## config.mk

```make
export PLATFORM = sky130hd
export DESIGN_NAME = minmax_peak_pyramid
export DESIGN_NICKNAME = d
export VERILOG_FILES = /design/src/rtl/mmpp_pkg.sv /design/src/rtl/mmpp_cell.sv /design/src/rtl/minmax_peak_pyramid.sv
export SDC_FILE = /design/constraint.sdc
export NUM_CORES = 2
export LEC_CHECK = 0
export ABC_AREA = 1
export BUFFER_PORTS_ARGS = -buffer_cell sky130_fd_sc_hd__buf_2
export CELL_PAD_IN_SITES_DETAIL_PLACEMENT = 1
export CELL_PAD_IN_SITES_GLOBAL_PLACEMENT = 2
export CORE_AREA = 2 2 443 445
export CTS_CLUSTER_DIAMETER = 30
export DETAILED_ROUTE_END_ITERATION = 10
export DIE_AREA = 0 0 445 447
export MAX_ROUTING_LAYER = met4
export PLACE_DENSITY = 0.88
export REMOVE_ABC_BUFFERS = 1
export SLEW_MARGIN = 40
export SYNTH_ARGS = -nofsm -noshare
export SYNTH_HDL_FRONTEND = slang
export SYNTH_SLANG_ARGS = --single-unit
```

## constraint.sdc

```tcl
create_clock -name clk_i -period 14.5 [get_ports clk_i]
set_clock_uncertainty 0.15 [all_clocks]
set_input_delay 2.9 -clock clk_i [delete_from_list [all_inputs] [get_ports clk_i]]
set_output_delay 2.9 -clock clk_i [all_outputs]
set_load 0.05 [all_outputs]
```

## src/rtl/mmpp_pkg.sv

```systemverilog
// package for the min/max peak pyramid
// types, constants and register indexes shared by the cells, the top level and the checker
`default_nettype none

package mmpp_pkg;

  localparam int LEVELS      = 16;
  localparam int SAMPLE_BITS = 24;
  localparam int LVL_W       = 4;
  localparam int CNT_W       = 16;
  localparam int LCNT_W      = 5;
  localparam int CFG_AW      = 8;
  localparam int CFG_DW      = 16;
  localparam int IN_TDATA_W  = ((SAMPLE_BITS + 7) / 8) * 8;
  localparam int OUT_TDATA_W = ((2 * SAMPLE_BITS + 7) / 8) * 8;

  typedef logic signed [SAMPLE_BITS-1:0] smp_t;

  localparam smp_t SMP_MAX = {1'b0, {(SAMPLE_BITS-1){1'b1}}};
  localparam smp_t SMP_MIN = {1'b1, {(SAMPLE_BITS-1){1'b0}}};

  localparam logic [CNT_W-1:0] CNT_SAT     = {CNT_W{1'b1}};
  localparam logic [CNT_W-1:0] BUCKET_RST  = CNT_W'(480);
  localparam logic [LCNT_W-1:0] LCOUNT_RST = LCNT_W'(16);

  typedef enum logic [CFG_AW-1:0] {
    REG_BUCKET_LEN  = CFG_AW'(0),
    REG_LEVEL_COUNT = CFG_AW'(1)
  } reg_idx_e;

  // pair handed from one level cell to the next
  typedef struct packed {
    logic valid;
    smp_t mn;
    smp_t mx;
  } tok_t;

  // result offered by a level cell
  typedef struct packed {
    logic valid;
    logic last;
    smp_t mn;
    smp_t mx;
  } res_t;

endpackage

`default_nettype wire

```

## src/rtl/mmpp_cell.sv

```systemverilog
// one level cell of the pyramid: holds the unpaired pair of its level
// and passes combined pairs to the next cell; uses mmpp_pkg
`default_nettype none

module mmpp_cell (
  input  wire               clk_i,
  input  wire               rst_ni,
  input  wire               adv_i,
  input  wire               is_top_i,
  input  wire               clr_i,
  input  mmpp_pkg::tok_t    push_i,
  output mmpp_pkg::tok_t    push_o,
  output mmpp_pkg::res_t    res_o
);
  import mmpp_pkg::*;

  logic tokv_q;
  smp_t tok_mn_q, tok_mx_q;
  logic hv_q;
  smp_t held_mn_q, held_mx_q;
  logic proc;
  smp_t cmn, cmx;

  assign proc = tokv_q & adv_i;
  assign cmn  = (held_mn_q < tok_mn_q) ? held_mn_q : tok_mn_q;
  assign cmx  = (held_mx_q > tok_mx_q) ? held_mx_q : tok_mx_q;

  always_ff @(posedge clk_i or negedge rst_ni) begin
    if (!rst_ni) begin
      tokv_q <= 1'b0;
      hv_q   <= 1'b0;
    end else begin
      if (push_i.valid) begin
        tokv_q <= 1'b1;
      end else if (proc) begin
        tokv_q <= 1'b0;
      end
      if (clr_i) begin
        hv_q <= 1'b0;
      end else if (proc && !is_top_i) begin
        hv_q <= ~hv_q;
      end
    end
  end

  always_ff @(posedge clk_i) begin
    if (push_i.valid) begin
      tok_mn_q <= push_i.mn;
      tok_mx_q <= push_i.mx;
    end
    if (proc && !is_top_i && !hv_q) begin
      held_mn_q <= tok_mn_q;
      held_mx_q <= tok_mx_q;
    end
  end

  always_comb begin
    push_o.valid = proc & ~is_top_i & hv_q;
    push_o.mn    = cmn;
    push_o.mx    = cmx;
    res_o.valid  = proc;
    res_o.last   = is_top_i | ~hv_q;
    res_o.mn     = tok_mn_q;
    res_o.mx     = tok_mx_q;
  end

endmodule

`default_nettype wire

```

## src/rtl/minmax_peak_pyramid.sv

```systemverilog
// min/max peak pyramid: base bucket accumulator, chain of level cells, output register
// depends on mmpp_pkg and mmpp_cell
// a result goes through the token register of its level cell and the output register
// a pair steps one level cell per cycle, with one result each, unless the output stalls
// input waits until a cascade ends; a flush then also clears the held pairs of all cells
// reset clears the run, all held flags and the output; registers return to 480 and 16
`default_nettype none

module minmax_peak_pyramid (
  input  wire                                 clk_i,
  input  wire                                 rst_ni,
  input  wire                                 s_axis_tvalid,
  output logic                                s_axis_tready,
  input  wire  [mmpp_pkg::IN_TDATA_W-1:0]     s_axis_tdata,   // sample
  input  wire                                 s_axis_tuser,   // mode
  output logic                                m_axis_tvalid,
  input  wire                                 m_axis_tready,
  output logic [mmpp_pkg::OUT_TDATA_W-1:0]    m_axis_tdata,   // pair min, pair max
  output logic [mmpp_pkg::LVL_W-1:0]          m_axis_tuser,   // level
  output logic                                m_axis_tlast,
  input  wire                                 cfg_valid_i,
  output logic                                cfg_ready_o,
  input  wire  [mmpp_pkg::CFG_AW-1:0]         cfg_addr_i,
  input  wire  [mmpp_pkg::CFG_DW-1:0]         cfg_data_i
);
  import mmpp_pkg::*;

  logic [CNT_W-1:0]  bucket_len_q;
  logic [LCNT_W-1:0] level_count_q;
  smp_t              run_mn_q, run_mn_d, run_mx_q, run_mx_d;
  logic [CNT_W-1:0]  run_cnt_q, run_cnt_d, cnt_inc;
  logic              flush_q, flush_d;
  logic              out_v_q;
  logic              out_last_q;
  logic [LVL_W-1:0]  out_lvl_q;
  smp_t              out_mn_q, out_mx_q;

  tok_t              push [LEVELS+1];
  res_t              res  [LEVELS];
  logic [LEVELS-1:0] tok_busy;
  logic [LEVELS-1:0] is_top;
  logic              adv, clr, in_xfer, smp;
  smp_t              s_in, new_mn, new_mx;
  int                eff;
  logic              r_any, r_last;
  logic [LVL_W-1:0]  r_lvl;
  smp_t              r_mn, r_mx;

  assign cfg_ready_o   = 1'b1;
  assign adv           = ~out_v_q | m_axis_tready;
  assign s_axis_tready = ~(|tok_busy) & ~flush_q;
  assign in_xfer       = s_axis_tvalid & s_axis_tready;
  assign clr           = flush_q & ~(|tok_busy);
  assign s_in          = s_axis_tdata[SAMPLE_BITS-1:0];
  assign smp           = in_xfer & ~s_axis_tuser;

  always_ff @(posedge clk_i or negedge rst_ni) begin
    if (!rst_ni) begin
      bucket_len_q  <= BUCKET_RST;
      level_count_q <= LCOUNT_RST;
    end else if (cfg_valid_i && cfg_ready_o) begin
      unique case (cfg_addr_i)
        REG_BUCKET_LEN:  bucket_len_q  <= cfg_data_i[CNT_W-1:0];
        REG_LEVEL_COUNT: level_count_q <= cfg_data_i[LCNT_W-1:0];
        default: ;
      endcase
    end
  end

  always_comb begin
    if (level_count_q == '0) begin
      eff = 1;
    end else if (int'(level_count_q) > LEVELS) begin
      eff = LEVELS;
    end else begin
      eff = int'(level_count_q);
    end
  end

  assign new_mn  = (s_in < run_mn_q) ? s_in : run_mn_q;
  assign new_mx  = (s_in > run_mx_q) ? s_in : run_mx_q;
  assign cnt_inc = (run_cnt_q == CNT_SAT) ? run_cnt_q : run_cnt_q + CNT_W'(1);

  always_comb begin
    run_mn_d     = run_mn_q;
    run_mx_d     = run_mx_q;
    run_cnt_d    = run_cnt_q;
    flush_d      = flush_q & ~clr;
    push[0]      = '0;
    if (in_xfer && s_axis_tuser) begin
      push[0].valid = (run_cnt_q != '0);
      push[0].mn    = run_mn_q;
      push[0].mx    = run_mx_q;
      run_mn_d      = SMP_MAX;
      run_mx_d      = SMP_MIN;
      run_cnt_d     = '0;
      flush_d       = 1'b1;
    end else if (smp) begin
      if (cnt_inc >= bucket_len_q) begin
        push[0].valid = 1'b1;
        push[0].mn    = new_mn;
        push[0].mx    = new_mx;
        run_mn_d      = SMP_MAX;
        run_mx_d      = SMP_MIN;
        run_cnt_d     = '0;
      end else begin
        run_mn_d  = new_mn;
        run_mx_d  = new_mx;
        run_cnt_d = cnt_inc;
      end
    end
  end

  always_ff @(posedge clk_i or negedge rst_ni) begin
    if (!rst_ni) begin
      run_mn_q  <= SMP_MAX;
      run_mx_q  <= SMP_MIN;
      run_cnt_q <= '0;
      flush_q   <= 1'b0;
    end else begin
      run_mn_q  <= run_mn_d;
      run_mx_q  <= run_mx_d;
      run_cnt_q <= run_cnt_d;
      flush_q   <= flush_d;
    end
  end

  // a pair is in flight from the base until the cell that ends its cascade
  always_ff @(posedge clk_i or negedge rst_ni) begin
    if (!rst_ni) begin
      tok_busy <= '0;
    end else begin
      for (int k = 0; k < LEVELS; k++) begin
        if (push[k].valid) begin
          tok_busy[k] <= 1'b1;
        end else if (res[k].valid) begin
          tok_busy[k] <= 1'b0;
        end
      end
    end
  end

  for (genvar k = 0; k < LEVELS; k++) begin : g_cell
    assign is_top[k] = ((k + 1) >= eff);
    mmpp_cell u_cell (
      .clk_i    (clk_i),
      .rst_ni   (rst_ni),
      .adv_i    (adv),
      .is_top_i (is_top[k]),
      .clr_i    (clr),
      .push_i   (push[k]),
      .push_o   (push[k+1]),
      .res_o    (res[k])
    );
  end

  always_comb begin
    r_any  = 1'b0;
    r_last = 1'b0;
    r_lvl  = '0;
    r_mn   = '0;
    r_mx   = '0;
    for (int k = 0; k < LEVELS; k++) begin
      if (res[k].valid) begin
        r_any  = 1'b1;
        r_last = r_last | res[k].last;
        r_lvl  = r_lvl | LVL_W'(k);
        r_mn   = r_mn | res[k].mn;
        r_mx   = r_mx | res[k].mx;
      end
    end
  end

  always_ff @(posedge clk_i or negedge rst_ni) begin
    if (!rst_ni) begin
      out_v_q <= 1'b0;
    end else if (adv) begin
      out_v_q <= r_any;
    end
  end

  always_ff @(posedge clk_i) begin
    if (adv && r_any) begin
      out_last_q <= r_last;
      out_lvl_q  <= r_lvl;
      out_mn_q   <= r_mn;
      out_mx_q   <= r_mx;
    end
  end

  assign m_axis_tvalid = out_v_q;
  assign m_axis_tlast  = out_last_q;
  assign m_axis_tuser  = out_lvl_q;
  assign m_axis_tdata  = OUT_TDATA_W'({out_mx_q, out_mn_q});

  // the top cell never passes a pair on
  logic unused_top_push;
  assign unused_top_push = push[LEVELS].valid;

endmodule

`default_nettype wire

```

After elaboration in Yosys (flattened, before gate mapping)
Index checks and enable logic that the tools add are counted.
- logic and storage cells: 603
- register bits after elaboration: 1660
- add/subtract/negate cells: 1
- bitwise logic cells: 149
- magnitude comparators: 50
- eq/ne operators: 2
- reduce and logical (&&, ||, !) cells: 106
- multiplexer cells: 187
- operators with widths (operator ; number):
    24-bit two-way mux ; 70
    24-bit OR ; 30
    24-bit > comparator ; 16
    24-bit less-than comparator ; 16
    5-bit by 32-bit greater-or-equal comparator with 1-bit output (first input constant) ; 8
    49-bit two-way mux ; 3
    4-bit by 32-bit greater-or-equal comparator with 1-bit output (first input constant) ; 4
    1-bit two-way mux ; 100
    2-bit nonzero test ; 33
    3-bit by 32-bit greater-or-equal comparator with 1-bit output (first input constant) ; 2
    16-bit two-way mux ; 4
    1-bit bitwise AND ; 51
    1-bit inverter ; 36
    1-bit logical AND ; 33
    2-bit by 32-bit greater-or-equal comparator with 1-bit output (first input constant) ; 1
    6-bit by 32-bit greater-or-equal comparator with 1-bit output (first input constant) ; 1
    32-bit two-way mux ; 1
    1-bit OR ; 32
    1-bit zero test ; 31
    16-bit by 1-bit adder with 16-bit output (second input constant) ; 1
    16-bit equality test (second input constant) ; 1
    16-bit greater-or-equal comparator ; 1
    16-bit nonzero test ; 1
    16-bit OR reduction ; 1
    11 further kinds ; 18

Longest topological paths before layout
- word-level depth: 36
- depth in mapped cells: 21

Cells and area by module
Synthesis repeated with hierarchy kept, for this count alone.
- cell total of the unflattened synthesis: 9958
- area, all modules: 94909.8 um^2
- modules (own cells, without submodules) (module ; sequential area each (um^2) ; instances ; area each (um^2) ; cells an instance):
    mmpp_cell at g_cell[0].u_cell ... ; 2932.8 ; 15 ; 5048.6 ; 492
    minmax_peak_pyramid ; 4205.3 ; 1 ; 14020.9 ; 2084
    mmpp_cell at g_cell[9].u_cell ; 2932.8 ; 1 ; 5159.9 ; 494

Least setup slack after synthesis
No wires, ideal clock.
- path kind: input to register
- start: input port m_axis_tready
- end: register g_cell[11].u_cell.held_mn_q[0] (enable)
- cell stages on the path: 7
- setup time: 513 ps
- data arrival time: 7206 ps
- slack: 6631 ps
- path buffers: 3
- path through: nor2_1 -> buf_2 -> nor2_1 -> inv_1 -> buf_4 -> buf_2 -> nor3_1
- word-level cells in the longest chain between the ends: 4
- ends and longest elaborated chain (item ; RTL line ; source):
    from (decl) ; minmax_peak_pyramid.sv:17 ; input wire m_axis_tready,
    1-bit OR ; minmax_peak_pyramid.sv:50 ; assign adv = ~out_v_q | m_axis_tready;
    1-bit bitwise AND ; mmpp_cell.sv:24 ; assign proc = tokv_q & adv_i;
    1-bit logical AND (2 in a row) ; mmpp_cell.sv:51 ; if (proc && !is_top_i && !hv_q) begin
    to (signal assigned) ; mmpp_cell.sv:52 ; held_mn_q <= tok_mn_q;
    to (decl) ; mmpp_cell.sv:20 ; smp_t held_mn_q, held_mx_q;
Every way passes these cells.
A chain may end at the register's enable or synchronous reset.

Worst setup path after layout
- start: input port m_axis_tready
- end: register g_cell[12].u_cell.held_mn_q[23] (enable)
- word-level cells in the longest chain between the ends: 4
- ends and longest elaborated chain (item ; RTL line):
    1-bit OR ; minmax_peak_pyramid.sv:50
    1-bit bitwise AND ; mmpp_cell.sv:24
    1-bit logical AND (2 in a row) ; mmpp_cell.sv:51
    to (signal assigned) ; mmpp_cell.sv:52
    to (decl) ; mmpp_cell.sv:20
Every way passes these cells.

==> metrics.yaml <==
global_route:
  grt.overflow.total: 0
  grtUsageTotal: 0.339
  grt_pass1_vias: 73900
  grt_max_degree: 78
  grt_antenna_before_repair: 21
  grt_pass1_wl_um: 486000
setup_path:
  critPathLaunch: "m_axis_tready"
  rr_endpoint: "g_cell[0].u_cell.tok_mn_q[16]"
  worstPathMaxFanout: 48
  rrSetupSlack_ns: 9.70
  cp.required_ns: 14.93
  critPathArrivalTime_ns: 6.20
  crit_path_end_kind: "register"
  crit_end: "g_cell[12].u_cell.held_mn_q[23]"
  rr_startpoint: "run_cnt_q[0]"
  worstSetupPathType: "in -> reg"
  r2r_cells: 15
  startpoint_type: "input pin"
synth:
  ys_types: 52
  ys_seq_area_frac: 0.568
  synthXorXnorAreaFrac: 0.000908
  synth_seq_cells: 1659
  synth.largest_area_cell: "edfxtp_1"
  ys_warn_count: 0
  synthAdderAreaFrac: 0.111
  synth_top_family_by_area: "simple AND/OR/NAND/NOR gates"
  netlist_area_mm2: 0.0868
  synth_flop_cell: "edfxtp_1"
  synth-async-reset-ratio: 0.0711
  synth_compound_area_frac: 0.0722
  synth_cells: 8794
  syn_area_per_cell_um2: 9.87
  yosys.area.top_type_share: 0.533
  synth.area.top_cells: "edfxtp_1 (53%), nand2_1 (12%), ha_1 (11%)"
  muxShareOfSynthArea: 0.00143
  synthSimpleGateAreaFrac: 0.184
  synth_edf_count: 1541
place:
  gp_congestion: 0.980
  portBuffers: 108
  dp_hpwl_um: 238000
  pre_cts_ws_ns: 8.02
clocking:
  cts.sinks: 1659
  path_clk_slew_ns: 0.04
  clockRootBuffer: "clkbuf_16"
  cts_max_level: 5
  clk-insertion-delay-late_ns: 0.99
  postCtsSetupRepairBufs: 0
  hold_buffers: 0
  tritoncts: "yes"
  cts_buffers: 428
  cts_resized: 0
  clockBufferDepth: 4
sta:
  report.final.slew_viol_count: 0
  setup_violations: 0
  tightestPinTransition_ns: 0.952
  finalHoldViolCount: 0
  layout_setup_ws_ns: 8.72
  rsz0062_at_grt: "no"
  fmax_mhz: 173
  setup_tns_ns: 0
  slew_headroom: 0.360
  min_period_ns: 5.78
  post-route-period-util: 0.398
detailed_routing:
  drc: 0
  drt_wl_total_um: 331000
  via_per_inst: 5.86
  firstDrtPassIters: 6
  drt-initial-drc-count: 7560
  drtAntennaViolNets: 0
  dr_total_vias: 70600
  wl_per_cell_um: 27.5
cells_and_area:
  area_growth_pct: 21.2
  drive_gt1_frac: 0.112
  fin_nets: 9979
die:
  die_y_um: 447
  ios: 110
  die_area_mm2: 0.199
  core-area_mm2: 0.194
  dieWidth_um: 445
  num_rows: 162
  start_util: 0.447
flow_run:
  cap_viol_max_count: 0
pwr:
  cellLeakagePower_nw: 46.6
  pwr_density_cell_mw_per_mm2: 168
  peakVddDrop_mv: 0.142
min_path:
  hold_path.class: "reg -> reg"
status:
  status: "finished, final reports clean"
-- worst min path at each step --
| stage | start | to | cells past startpoint |
|---|---|---|---|
| floorplan | g_cell[0].u_cell.tok_mn_q[0] | g_cell[0].u_cell.held_mn_q[0] | 0 |
| global placement | g_cell[0].u_cell.tok_mn_q[9] | g_cell[0].u_cell.held_mn_q[9] | 0 |
| detailed placement | g_cell[6].u_cell.tok_mn_q[23] | g_cell[6].u_cell.held_mn_q[23] | 0 |
| CTS | g_cell[6].u_cell.tok_mn_q[23] | g_cell[6].u_cell.held_mn_q[23] | 0 |
| global route | g_cell[6].u_cell.tok_mn_q[23] | g_cell[6].u_cell.held_mn_q[23] | 0 |
| finish | g_cell[0].u_cell.tok_mn_q[14] | g_cell[0].u_cell.held_mn_q[14] | 0 |
-- registers in the layout, summed over array words and instances (netlist names) --
| name | flops |
|---|---|
| m_axis_tuser | 4 |
| g_cell.u_cell.tokv_q | 10 |
| g_cell.u_cell.held_mn_q | 360 |
| g_cell.u_cell.held_mx_q | 360 |
| run_mn_q | 24 |
| g_cell.u_cell.hv_q | 15 |
| level_count_q | 5 |
| g_cell.u_cell.tok_mx_q | 384 |
| run_mx_q | 24 |
| g_cell.u_cell.tok_mn_q | 384 |
| tok_busy | 6 |
| out_mx_q | 24 |
| run_cnt_q | 16 |
| m_axis_tvalid | 1 |
| bucket_len_q | 16 |
| m_axis_tlast | 1 |
| flush_q | 1 |
| out_mn_q | 24 |
-- cell usage after synthesis, types with 17 or more instances --
cell       instances
nand2_1         2726
edfxtp_1        1541
inv_1           1110
ha_1             770
nand3_1          617
a21oi_1          390
o22ai_1          273
o21ai_0          240
nor2_1           199
clkbuf_1         143
nand4_1          124
buf_2            108
dfrtp_1           89
nor3_1            67
nor4_1            61
o21ai_1           51
a221oi_1          40
dfstp_2           29
o2111ai_1         22
o21a_1            20
inv_2             17
nand3b_1          17
-- where the power goes --
group	switching [W]	total (W)	leakage, nW	internal (W)
combinational	0.00160	0.00209	24.1	0.000499
sequential	0.000272	0.00581	15.5	0.00554
clock	0.00302	0.00978	7.10	0.00677
total	0.00489	0.0177	46.6	0.0128
-- cell families after synthesis --
kind of cell,count (synthesis)
and+or+nand+nor,3848
xor gates and xnor gates,9
adders and majority gates,770
muxes,11
buffers and inverters,1398
AOI/OAI and AO/OA,1098
other,1
DFF,1659
-- critical path, cell delays in order --
cell and delay, ns:
buf_2 0.16, inv_1 0.08, nand2_1 0.33, nand2_2 0.53
buf_4 0.55, clkinv_1 0.65, nand2_1 0.46, nor2_4 0.04
buf_4 0.34
-- layout make-up --
cell class | count | area [µm²]
Antenna cell | 16 | 40.0
Clock buffer | 480 | 11100
Clock inverter | 291 | 3570
Fill cell | 21000 | 89000
Inverter | 1131 | 4250
Multi-Input combinational cell | 5737 | 32500
Sequential cell | 1659 | 49300
Tap cell | 2542 | 3180
Timing Repair Buffer | 198 | 1260
-- metrics by stage --
stage | area (µm²) | power, W | cells | hold slack (ns) | utilization
detailed placement | 90400 | 0.00791 | 11300 | 0.291 | 0.466
finish | 105000 | 0.0177 | 12100 | 0.303 | 0.542
global route | 105000 | 0.0181 | 12100 | 0.317 | 0.542
global placement | 90100 | 0.00783 | 11300 | 0.283 | 0.464
CTS | 105000 | 0.0177 | 12000 | 0.299 | 0.541
floorplan | 85600 | 0.00696 | 8527 | 0.276 | -
-- cell usage in the layout, fill, tap and decap left out, types with 22 or more instances in the layout --
cell	n
a21oi_1	390
a221oi_1	36
buf_2	112
buf_4	77
bufinv_16	75
clkbuf_1	39
clkbuf_16	433
clkinv_1	61
clkinv_2	75
clkinv_4	22
clkinvlp_4	40
dfrtp_1	89
dfstp_2	29
edfxtp_1	1541
ha_1	770
inv_1	1098
inv_2	25
nand2_1	2669
nand2_2	59
nand3_1	612
nand4_1	124
nor2_1	163
nor2_4	29
nor3_1	64
nor4_1	60
o2111ai_1	22
o21ai_0	239
o21ai_1	52
o22ai_1	273
-- metal layers --
layer	wire (µm)	GRT usage	up-vias
met5	0	-	-
met4	14400	0.139	0
met3	29600	0.0717	705
met2	152000	0.524	3008
met1	135000	0.436	35700
li1	-	-	31200
Note: power is estimated with default switching activity, not from simulation.
